$ cat src/hw/rtl/rcugp_pkg.sv
`timescale 1ns / 1ps
// ----------------------------------------------------------------------------
// rcugp_pkg
// Shared types and constants for the RCU grace-period tracker.
// ----------------------------------------------------------------------------
package rcugp_pkg;

  localparam int MAX_CPUS = 64;
  localparam int CPU_W    = $clog2(MAX_CPUS);
  localparam int GEN_W    = 32;
  localparam int CNT_W    = 7;

  // event codes
  localparam logic OP_QUIESCENT = 1'b0;
  localparam logic OP_ENQUEUE   = 1'b1;

  typedef logic [GEN_W-1:0]    gen_t;
  typedef logic [MAX_CPUS-1:0] cpu_vec_t;

  typedef struct packed {
    logic             operation;
    logic [CPU_W-1:0] cpu;
  } req_t;

  typedef struct packed {
    logic dispatch_batch;
    gen_t current_generation;
    logic period_active;
    gen_t cpu_generation;
  } rsp_t;

  // state seen by the update logic for one request
  typedef struct packed {
    logic             op;
    logic [CNT_W-1:0] cpu_count;
    cpu_vec_t         qmask;
    gen_t             global_gen;
    gen_t             highest_gen;
    logic             cur_pend;
    logic             nxt_pend;
    gen_t             cpu_gen;
    logic [CPU_W-1:0] cpu;
  } step_in_t;

  // updated state for one request
  typedef struct packed {
    cpu_vec_t qmask;
    gen_t     global_gen;
    gen_t     highest_gen;
    logic     cur_pend;
    logic     nxt_pend;
    logic     gen_we;
    gen_t     cpu_gen;
    logic     dispatch;
  } step_out_t;

endpackage

$ cat src/hw/rtl/rcugp_step.sv
`timescale 1ns / 1ps
// ----------------------------------------------------------------------------
// rcugp_step
// Combinational state update for one quiescent or enqueue request.
// ----------------------------------------------------------------------------
module rcugp_step (
  input  rcugp_pkg::step_in_t  st_i,
  output rcugp_pkg::step_out_t st_o
);
  import rcugp_pkg::*;

  cpu_vec_t full_mask;
  cpu_vec_t bit_sel;
  cpu_vec_t qm1;
  gen_t     gg1;
  cpu_vec_t qm2;
  gen_t     gg2;
  gen_t     hg2;
  logic     qhit;
  logic     disp;
  logic     cur1;
  logic     promote;
  gen_t     gen_prom;

  always_comb begin
    if (st_i.cpu_count >= CNT_W'(MAX_CPUS)) begin
      full_mask = '1;
    end else begin
      full_mask = (cpu_vec_t'(1) << st_i.cpu_count[CPU_W-1:0]) - cpu_vec_t'(1);
    end
  end

  always_comb begin
    bit_sel = cpu_vec_t'(1) << st_i.cpu;
    qhit    = |(st_i.qmask & bit_sel);
    qm1     = qhit ? (st_i.qmask & ~bit_sel) : st_i.qmask;

    // last CPU of the period reported: advance, restart if more is owed
    gg1 = st_i.global_gen;
    qm2 = qm1;
    hg2 = st_i.highest_gen;
    if (qhit && (qm1 == '0)) begin
      gg1 = st_i.global_gen + gen_t'(1);
    end
    gg2 = gg1;
    if (qhit && (qm1 == '0) && (gg1 <= st_i.highest_gen)) begin
      qm2 = full_mask;
      gg2 = gg1 + gen_t'(1);
      hg2 = gg2;
    end

    disp     = st_i.cur_pend && (gg2 > st_i.cpu_gen);
    cur1     = st_i.cur_pend && !disp;
    promote  = !cur1 && st_i.nxt_pend;
    gen_prom = gg2 + gen_t'(1);

    st_o.qmask       = qm2;
    st_o.global_gen  = gg2;
    st_o.highest_gen = hg2;
    st_o.cur_pend    = cur1;
    st_o.nxt_pend    = st_i.nxt_pend;
    st_o.gen_we      = 1'b0;
    st_o.cpu_gen     = st_i.cpu_gen;
    st_o.dispatch    = disp;

    if (promote) begin
      st_o.nxt_pend = 1'b0;
      st_o.cur_pend = 1'b1;
      st_o.gen_we   = 1'b1;
      st_o.cpu_gen  = gen_prom;
      if (qm2 != '0) begin
        st_o.highest_gen = gen_prom + gen_t'(1);
      end else begin
        st_o.qmask       = full_mask;
        st_o.global_gen  = gen_prom;
        st_o.highest_gen = gen_prom;
      end
    end

    // enqueue only arms the next batch
    if (st_i.op == OP_ENQUEUE) begin
      st_o.qmask       = st_i.qmask;
      st_o.global_gen  = st_i.global_gen;
      st_o.highest_gen = st_i.highest_gen;
      st_o.cur_pend    = st_i.cur_pend;
      st_o.nxt_pend    = 1'b1;
      st_o.gen_we      = 1'b0;
      st_o.cpu_gen     = st_i.cpu_gen;
      st_o.dispatch    = 1'b0;
    end
  end

endmodule

$ cat src/hw/rtl/rcu_grace_period_tracker_core.sv
`timescale 1ns / 1ps
// ----------------------------------------------------------------------------
// rcu_grace_period_tracker_core
// Classic RCU grace-period tracker: quiescent mask, generations, batch flags.
// ----------------------------------------------------------------------------
// Takes one request per clock (enqueue or quiescent report from a CPU) and
// returns one response per request, in order. The accepting edge loads the
// request and the per-CPU generation memory read into a stage register;
// stage 1 then runs the state update and loads the response register once
// that register is free or being drained. Sustained rate is one request per
// cycle, limited only by out_stall; a request is taken while a finished
// response waits.
// cfg_wr_data sets the number of CPUs in each new grace period (values of
// 64 and up mean all 64); write it only while no request is in flight.
// ----------------------------------------------------------------------------
module rcu_grace_period_tracker_core (
  input  logic                          clk,
  input  logic                          rst_n,
  input  logic                          in_valid,
  output logic                          in_stall,
  input  rcugp_pkg::req_t               in_data,
  output logic                          out_valid,
  input  logic                          out_stall,
  output rcugp_pkg::rsp_t               out_data,
  input  logic                          cfg_wr_en,
  input  logic [rcugp_pkg::CNT_W-1:0]   cfg_wr_data
);
  import rcugp_pkg::*;

  // architectural state
  logic [CNT_W-1:0] cnt_r;
  cpu_vec_t         qmask_r;
  gen_t             gg_r;
  gen_t             hg_r;
  cpu_vec_t         cur_pend_r;
  cpu_vec_t         nxt_pend_r;
  cpu_vec_t         gen_vld_r;     // entry written since reset, else reads 0
  gen_t             gen_mem_r [MAX_CPUS];

  // stage 1: request plus registered memory read
  logic             s1_valid_r;
  req_t             s1_data_r;
  gen_t             mem_q_r;
  logic             byp_hit_r;     // write to same CPU landed on the read edge
  gen_t             byp_gen_r;

  // response register
  logic             out_valid_r;
  rsp_t             out_data_r;

  logic             s1_adv;
  logic             in_acc;
  gen_t             cpu_gen_cur;
  step_in_t         st_in;
  step_out_t        st_out;

  // stage 1 moves on when the response register is free or being drained
  assign s1_adv   = s1_valid_r && (!out_valid_r || !out_stall);
  assign in_stall = s1_valid_r && !s1_adv;
  assign in_acc   = in_valid && !in_stall;

  assign out_valid = out_valid_r;
  assign out_data  = out_data_r;

  // memory read raced by the update of the previous request: take the bypass
  always_comb begin
    if (!gen_vld_r[s1_data_r.cpu]) begin
      cpu_gen_cur = '0;
    end else if (byp_hit_r) begin
      cpu_gen_cur = byp_gen_r;
    end else begin
      cpu_gen_cur = mem_q_r;
    end
  end

  always_comb begin
    st_in.op          = s1_data_r.operation;
    st_in.cpu_count   = cnt_r;
    st_in.qmask       = qmask_r;
    st_in.global_gen  = gg_r;
    st_in.highest_gen = hg_r;
    st_in.cur_pend    = cur_pend_r[s1_data_r.cpu];
    st_in.nxt_pend    = nxt_pend_r[s1_data_r.cpu];
    st_in.cpu_gen     = cpu_gen_cur;
    st_in.cpu         = s1_data_r.cpu;
  end

  rcugp_step u_step (
    .st_i (st_in),
    .st_o (st_out)
  );

  // per-CPU generation memory: one write, one registered read
  always_ff @(posedge clk) begin
    if (s1_adv && st_out.gen_we) begin
      gen_mem_r[s1_data_r.cpu] <= st_out.cpu_gen;
    end
    if (in_acc) begin
      mem_q_r   <= gen_mem_r[in_data.cpu];
      byp_gen_r <= st_out.cpu_gen;
      s1_data_r <= in_data;
    end
    if (s1_adv) begin
      out_data_r.dispatch_batch     <= st_out.dispatch;
      out_data_r.current_generation <= st_out.global_gen;
      out_data_r.period_active      <= |st_out.qmask;
      out_data_r.cpu_generation     <= st_out.cpu_gen;
    end
  end

  always_ff @(posedge clk) begin
    if (!rst_n) begin
      cnt_r       <= CNT_W'(1);
      qmask_r     <= '0;
      gg_r        <= '0;
      hg_r        <= '0;
      cur_pend_r  <= '0;
      nxt_pend_r  <= '0;
      gen_vld_r   <= '0;
      s1_valid_r  <= 1'b0;
      byp_hit_r   <= 1'b0;
      out_valid_r <= 1'b0;
    end else begin
      if (cfg_wr_en) begin
        cnt_r <= cfg_wr_data;
      end
      if (s1_adv) begin
        qmask_r                    <= st_out.qmask;
        gg_r                       <= st_out.global_gen;
        hg_r                       <= st_out.highest_gen;
        cur_pend_r[s1_data_r.cpu]  <= st_out.cur_pend;
        nxt_pend_r[s1_data_r.cpu]  <= st_out.nxt_pend;
        if (st_out.gen_we) begin
          gen_vld_r[s1_data_r.cpu] <= 1'b1;
        end
      end
      if (in_acc) begin
        byp_hit_r <= s1_adv && st_out.gen_we && (s1_data_r.cpu == in_data.cpu);
      end
      if (in_acc) begin
        s1_valid_r <= 1'b1;
      end else if (s1_adv) begin
        s1_valid_r <= 1'b0;
      end
      if (s1_adv) begin
        out_valid_r <= 1'b1;
      end else if (!out_stall) begin
        out_valid_r <= 1'b0;
      end
    end
  end

endmodule
$ cat config.mk
export PLATFORM = sky130hd
export DESIGN_NAME = rcu_grace_period_tracker_core
export DESIGN_NICKNAME = d
export VERILOG_FILES = /design/src/hw/rtl/rcugp_pkg.sv /design/src/hw/rtl/rcugp_step.sv /design/src/hw/rtl/rcu_grace_period_tracker_core.sv
export SDC_FILE = /design/constraint.sdc
export NUM_CORES = 2
export LEC_CHECK = 0
export BUFFER_PORTS_ARGS = -buffer_cell sky130_fd_sc_hd__buf_2
export CAP_MARGIN = 30
export CORE_MARGIN = 2
export CORE_UTILIZATION = 45
export DETAILED_ROUTE_END_ITERATION = 7
export SLEW_MARGIN = 20
export SYNTH_ARGS = -nofsm -noshare
export SYNTH_HDL_FRONTEND = slang
export SYNTH_SLANG_ARGS = --single-unit
$ cat constraint.sdc
create_clock -name clk -period 36.8 [get_ports clk]
set_clock_uncertainty 0.05 [all_clocks]
set_input_delay 0 -clock clk [delete_from_list [all_inputs] [get_ports clk]]
set_output_delay 0 -clock clk [all_outputs]
set_load 0.03 [all_outputs]
==> impl_metrics.json <==
{
  "status": "finished clean",
  "hold_start": "in_data[3]",
  "grt_pass1_wl_mm": 435.1,
  "synth_edf_count": 2185,
  "h-tree-depth": 5,
  "use_met1_pct": 36.96,
  "antenna_found_initial": 18,
  "critPathLaunch": "s1_data_r[3]$_DFFE_PP_",
  "gr-total-overflow": 0,
  "pwr-share-seq_pct": 49.9,
  "path_clk_slew_ns": 0.06,
  "cts_setup_buffers": 0,
  "fin_crit_ns": 14.43,
  "first_pass_iters": 5,
  "slew_headroom_pct": 28.78,
  "peakVddDrop_mv": 0.04071,
  "routed_via_density": 6.138,
  "final_max_slew_viol_count": 0,
  "grt-busiest-layer": "met2",
  "ant_nets": 0,
  "fillCellCount": 19060,
  "placed_cell_area_sq_um": 111000,
  "cts_resized": 0,
  "end_kind": "flip-flop",
  "crit_path_max_incr_delay_ns": 0.96,
  "cts_buffers": 284,
  "initial_core_util_pct": 45.33,
  "finalPower_mw": 6.274,
  "netlist-cell-type-count": 110,
  "fp-row-count": 177,
  "syn_area_per_cell_sq_um": 16.41,
  "remaining_drc_errors": 0,
  "crit_path_start_kind": "flip-flop",
  "tightest_slew_ns": 1.066,
  "yosysWarnings": 0,
  "fmax_mhz": 69.31,
  "setup_tns_ns": 0,
  "ys_seq_area_share_pct": 68.38,
  "grt_pass1_vias": 59850,
  "wl_per_cell_um": 30.12,
  "dieArea_sq_um": 238600,
  "rsz0062_at_grt": "false",
  "hp-class": "in -> reg",
  "clock_latency_ns": 0.93,
  "cp_max_fo": 32,
  "drive_gt1_share_pct": 23.45,
  "swShare_pct": 22.64,
  "syn_inst": 6436,
  "clk_path_buf_depth": 4,
  "cts_tree": "built",
  "fp.dieH_um": 488.5,
  "drt_iter0_drc": 7577,
  "synthesis.area_sq_um": 105600,
  "post-route-period-util_pct": 39.21,
  "p_leak_nw": 38.56,
  "clockPowerShare_pct": 42.9,
  "postSynthNetCount": 6524,
  "ys_dominant_reg_cell": "edfxtp_1",
  "power_switching_mw": 1.421,
  "rr_startpoint": "s1_data_r[3]$_DFFE_PP_",
  "finalWorstSetupSlack_ns": 22.37,
  "maxCapViolations": 0,
  "area_delta_synth_final_pct": 13.85,
  "grt_max_degree": 140,
  "vias": 61330,
  "final_area_sq_um": 120200,
  "globalplace.congestion": 0.9518,
  "dp_hpwl_mm": 181.8,
  "hold_viol": 0,
  "port_buffers": 86,
  "postCtsHoldBufs": 41,
  "holdWs_ns": 0.1200,
  "met2_usage_pct": 39.28,
  "pwr-share-comb_pct": 7.3,
  "crit_required_ns": 37.30,
  "dp_slack_ns": 22.50,
  "core_sq_um": 233000,
  "io_pins": 87,
  "setup_violations": 0,
  "p_int_mw": 4.854,
  "synthArstFlopShare_pct": 0,
  "clk_root_buffer_cell": "clkbuf_16",
  "grtUsageTotal_pct": 25.14,
  "power.density_nw_per_um2": 52.18,
  "met3_usage_pct": 3.680,
  "layout.nets": 6736,
  "ys_ff_latch": 2515,
  "wl_mm": 300.9,
  "cp_data_arrival_time_ns": 14.93,
  "worst-setup-path-type": "reg -> reg",
  "cts.sinks": 2515,
  "critPathSlowestCell": "edfxtp_1",
  "die_x_um": 488.5
}
-- cell usage in the layout, fill, tap and decap left out, types with 195 or more instances in the layout --
master / instances
nor3_1: 197
edfxtp_1: 2185
dfxtp_1: 329
mux4_2: 666
nor2_1: 463
nand2_1: 349
a21oi_1: 283
clkbuf_16: 288
o21ai_0: 257
buf_4: 195
-- per-stage QoR --
step	util [%]	instances
final	51.61	9991
after global routing	51.61	9987
after CTS	51.57	9976
after detailed placement	47.65	9449
after global placement	47.56	9435
after floorplan	-	6436
-- routing by layer --
metal | part of all wire (%) | vias up
li1 | - | 26000
met1 | 43 | 32190
met2 | 47 | 2669
met3 | 7.8 | 469
met4 | 2.7 | 4
met5 | 0.011 | -
-- kinds of logic (layout without fill, tap and decap cells) --
family | Yosys count | in the layout | synth area share, %
and+or+nand+nor | 1488 | 1488 | 6.754
muxes | 788 | 788 | 15.44
other | 0 | 11 | 0
adders and majority gates | 69 | 69 | 0.8174
xor gates and xnor gates | 179 | 179 | 1.566
DFF | 2515 | 2515 | 68.38
buffers and inverters | 503 | 915 | 1.893
AOI/OAI and AO/OA | 894 | 894 | 5.152
-- critical path: cells and delay by family (launching register included) --
| kind | cells | cell delay, ns |
|---|---|---|
| buffers and inverters | 6 | 1.79 |
| flip-flops | 1 | 0.96 |
| AND/OR/NAND/NOR | 15 | 6.18 |
| AO/OA/AOI/OAI | 12 | 3.52 |
| XOR/XNOR | 2 | 0.82 |
| adder cells (fa/ha/maj) | 2 | 0.66 |
-- cell type report --
class | count | area, sq um | share of cell area [%]
Inverter | 94 | 362.8 | 0.3018
Clock buffer | 346 | 7518 | 6.253
Timing Repair Buffer | 335 | 2626 | 2.184
Multi-Input combinational cell | 3418 | 32370 | 26.92
Antenna cell | 11 | 27.53 | 0.02289
Clock inverter | 140 | 1195 | 0.9938
Sequential cell | 2515 | 72220 | 60.06
Tap cell | 3132 | 3919 | 3.259
-- Yosys cell counts (67+ instances only) --
library cell	number	area share [%]
nor3_1	199	0.94
dfxtp_1	330	6.3
buf_1	88	0.31
mux2_2	67	0.71
a21oi_1	284	1.3
mux4_2	666	14
o21ai_0	276	1.3
xnor2_1	124	1.0
clkbuf_1	285	1.0
nand2_1	350	1.2
nor2_1	533	1.9
nand3_1	73	0.35
inv_1	84	0.30
ha_1	69	0.82
edfxtp_1	2185	62
-- state kept, by name, indices dropped and copies added (netlist names), 7 cells and up --
signal	flops
nxt_pend_r	64
cnt_r	7
qmask_r	64
cur_pend_r	64
s1_data_r	7
gen_mem_r	2048
mem_q_r	32
byp_gen_r	32
gg_r	32
hg_r	32
out_data	66
gen_vld_r	64
-- worst paths after layout --
| path | to | slack (ns) | depth (start not counted) |
|---|---|---|---|
| setup / recovery | gen_mem_r[53][11]$_DFFE_PP_ | 22.37 | 37 |
| hold / removal | s1_data_r[3]$_DFFE_PP_ | 0.12 | 2 |
| setup reg to reg | gen_mem_r[53][11]$_DFFE_PP_ | 22.37 | 37 |
| hold reg to reg | gen_vld_r[42]$_SDFFE_PN0P_ | 0.42 | 2 |
-- power by group through the flow --
stage / logic [mW] / registers [mW] / clock network (mW)
4_1_cts: 0.455 / 3.13 / 2.74
5_1_grt: 0.485 / 3.13 / 2.85
2_1_floorplan: 0.271 / 3.19 / 0
6_report: 0.457 / 3.13 / 2.69
3_5_place_dp: 0.450 / 3.19 / 0
3_3_place_gp: 0.444 / 3.19 / 0
(Power assumes the default switching activity.)
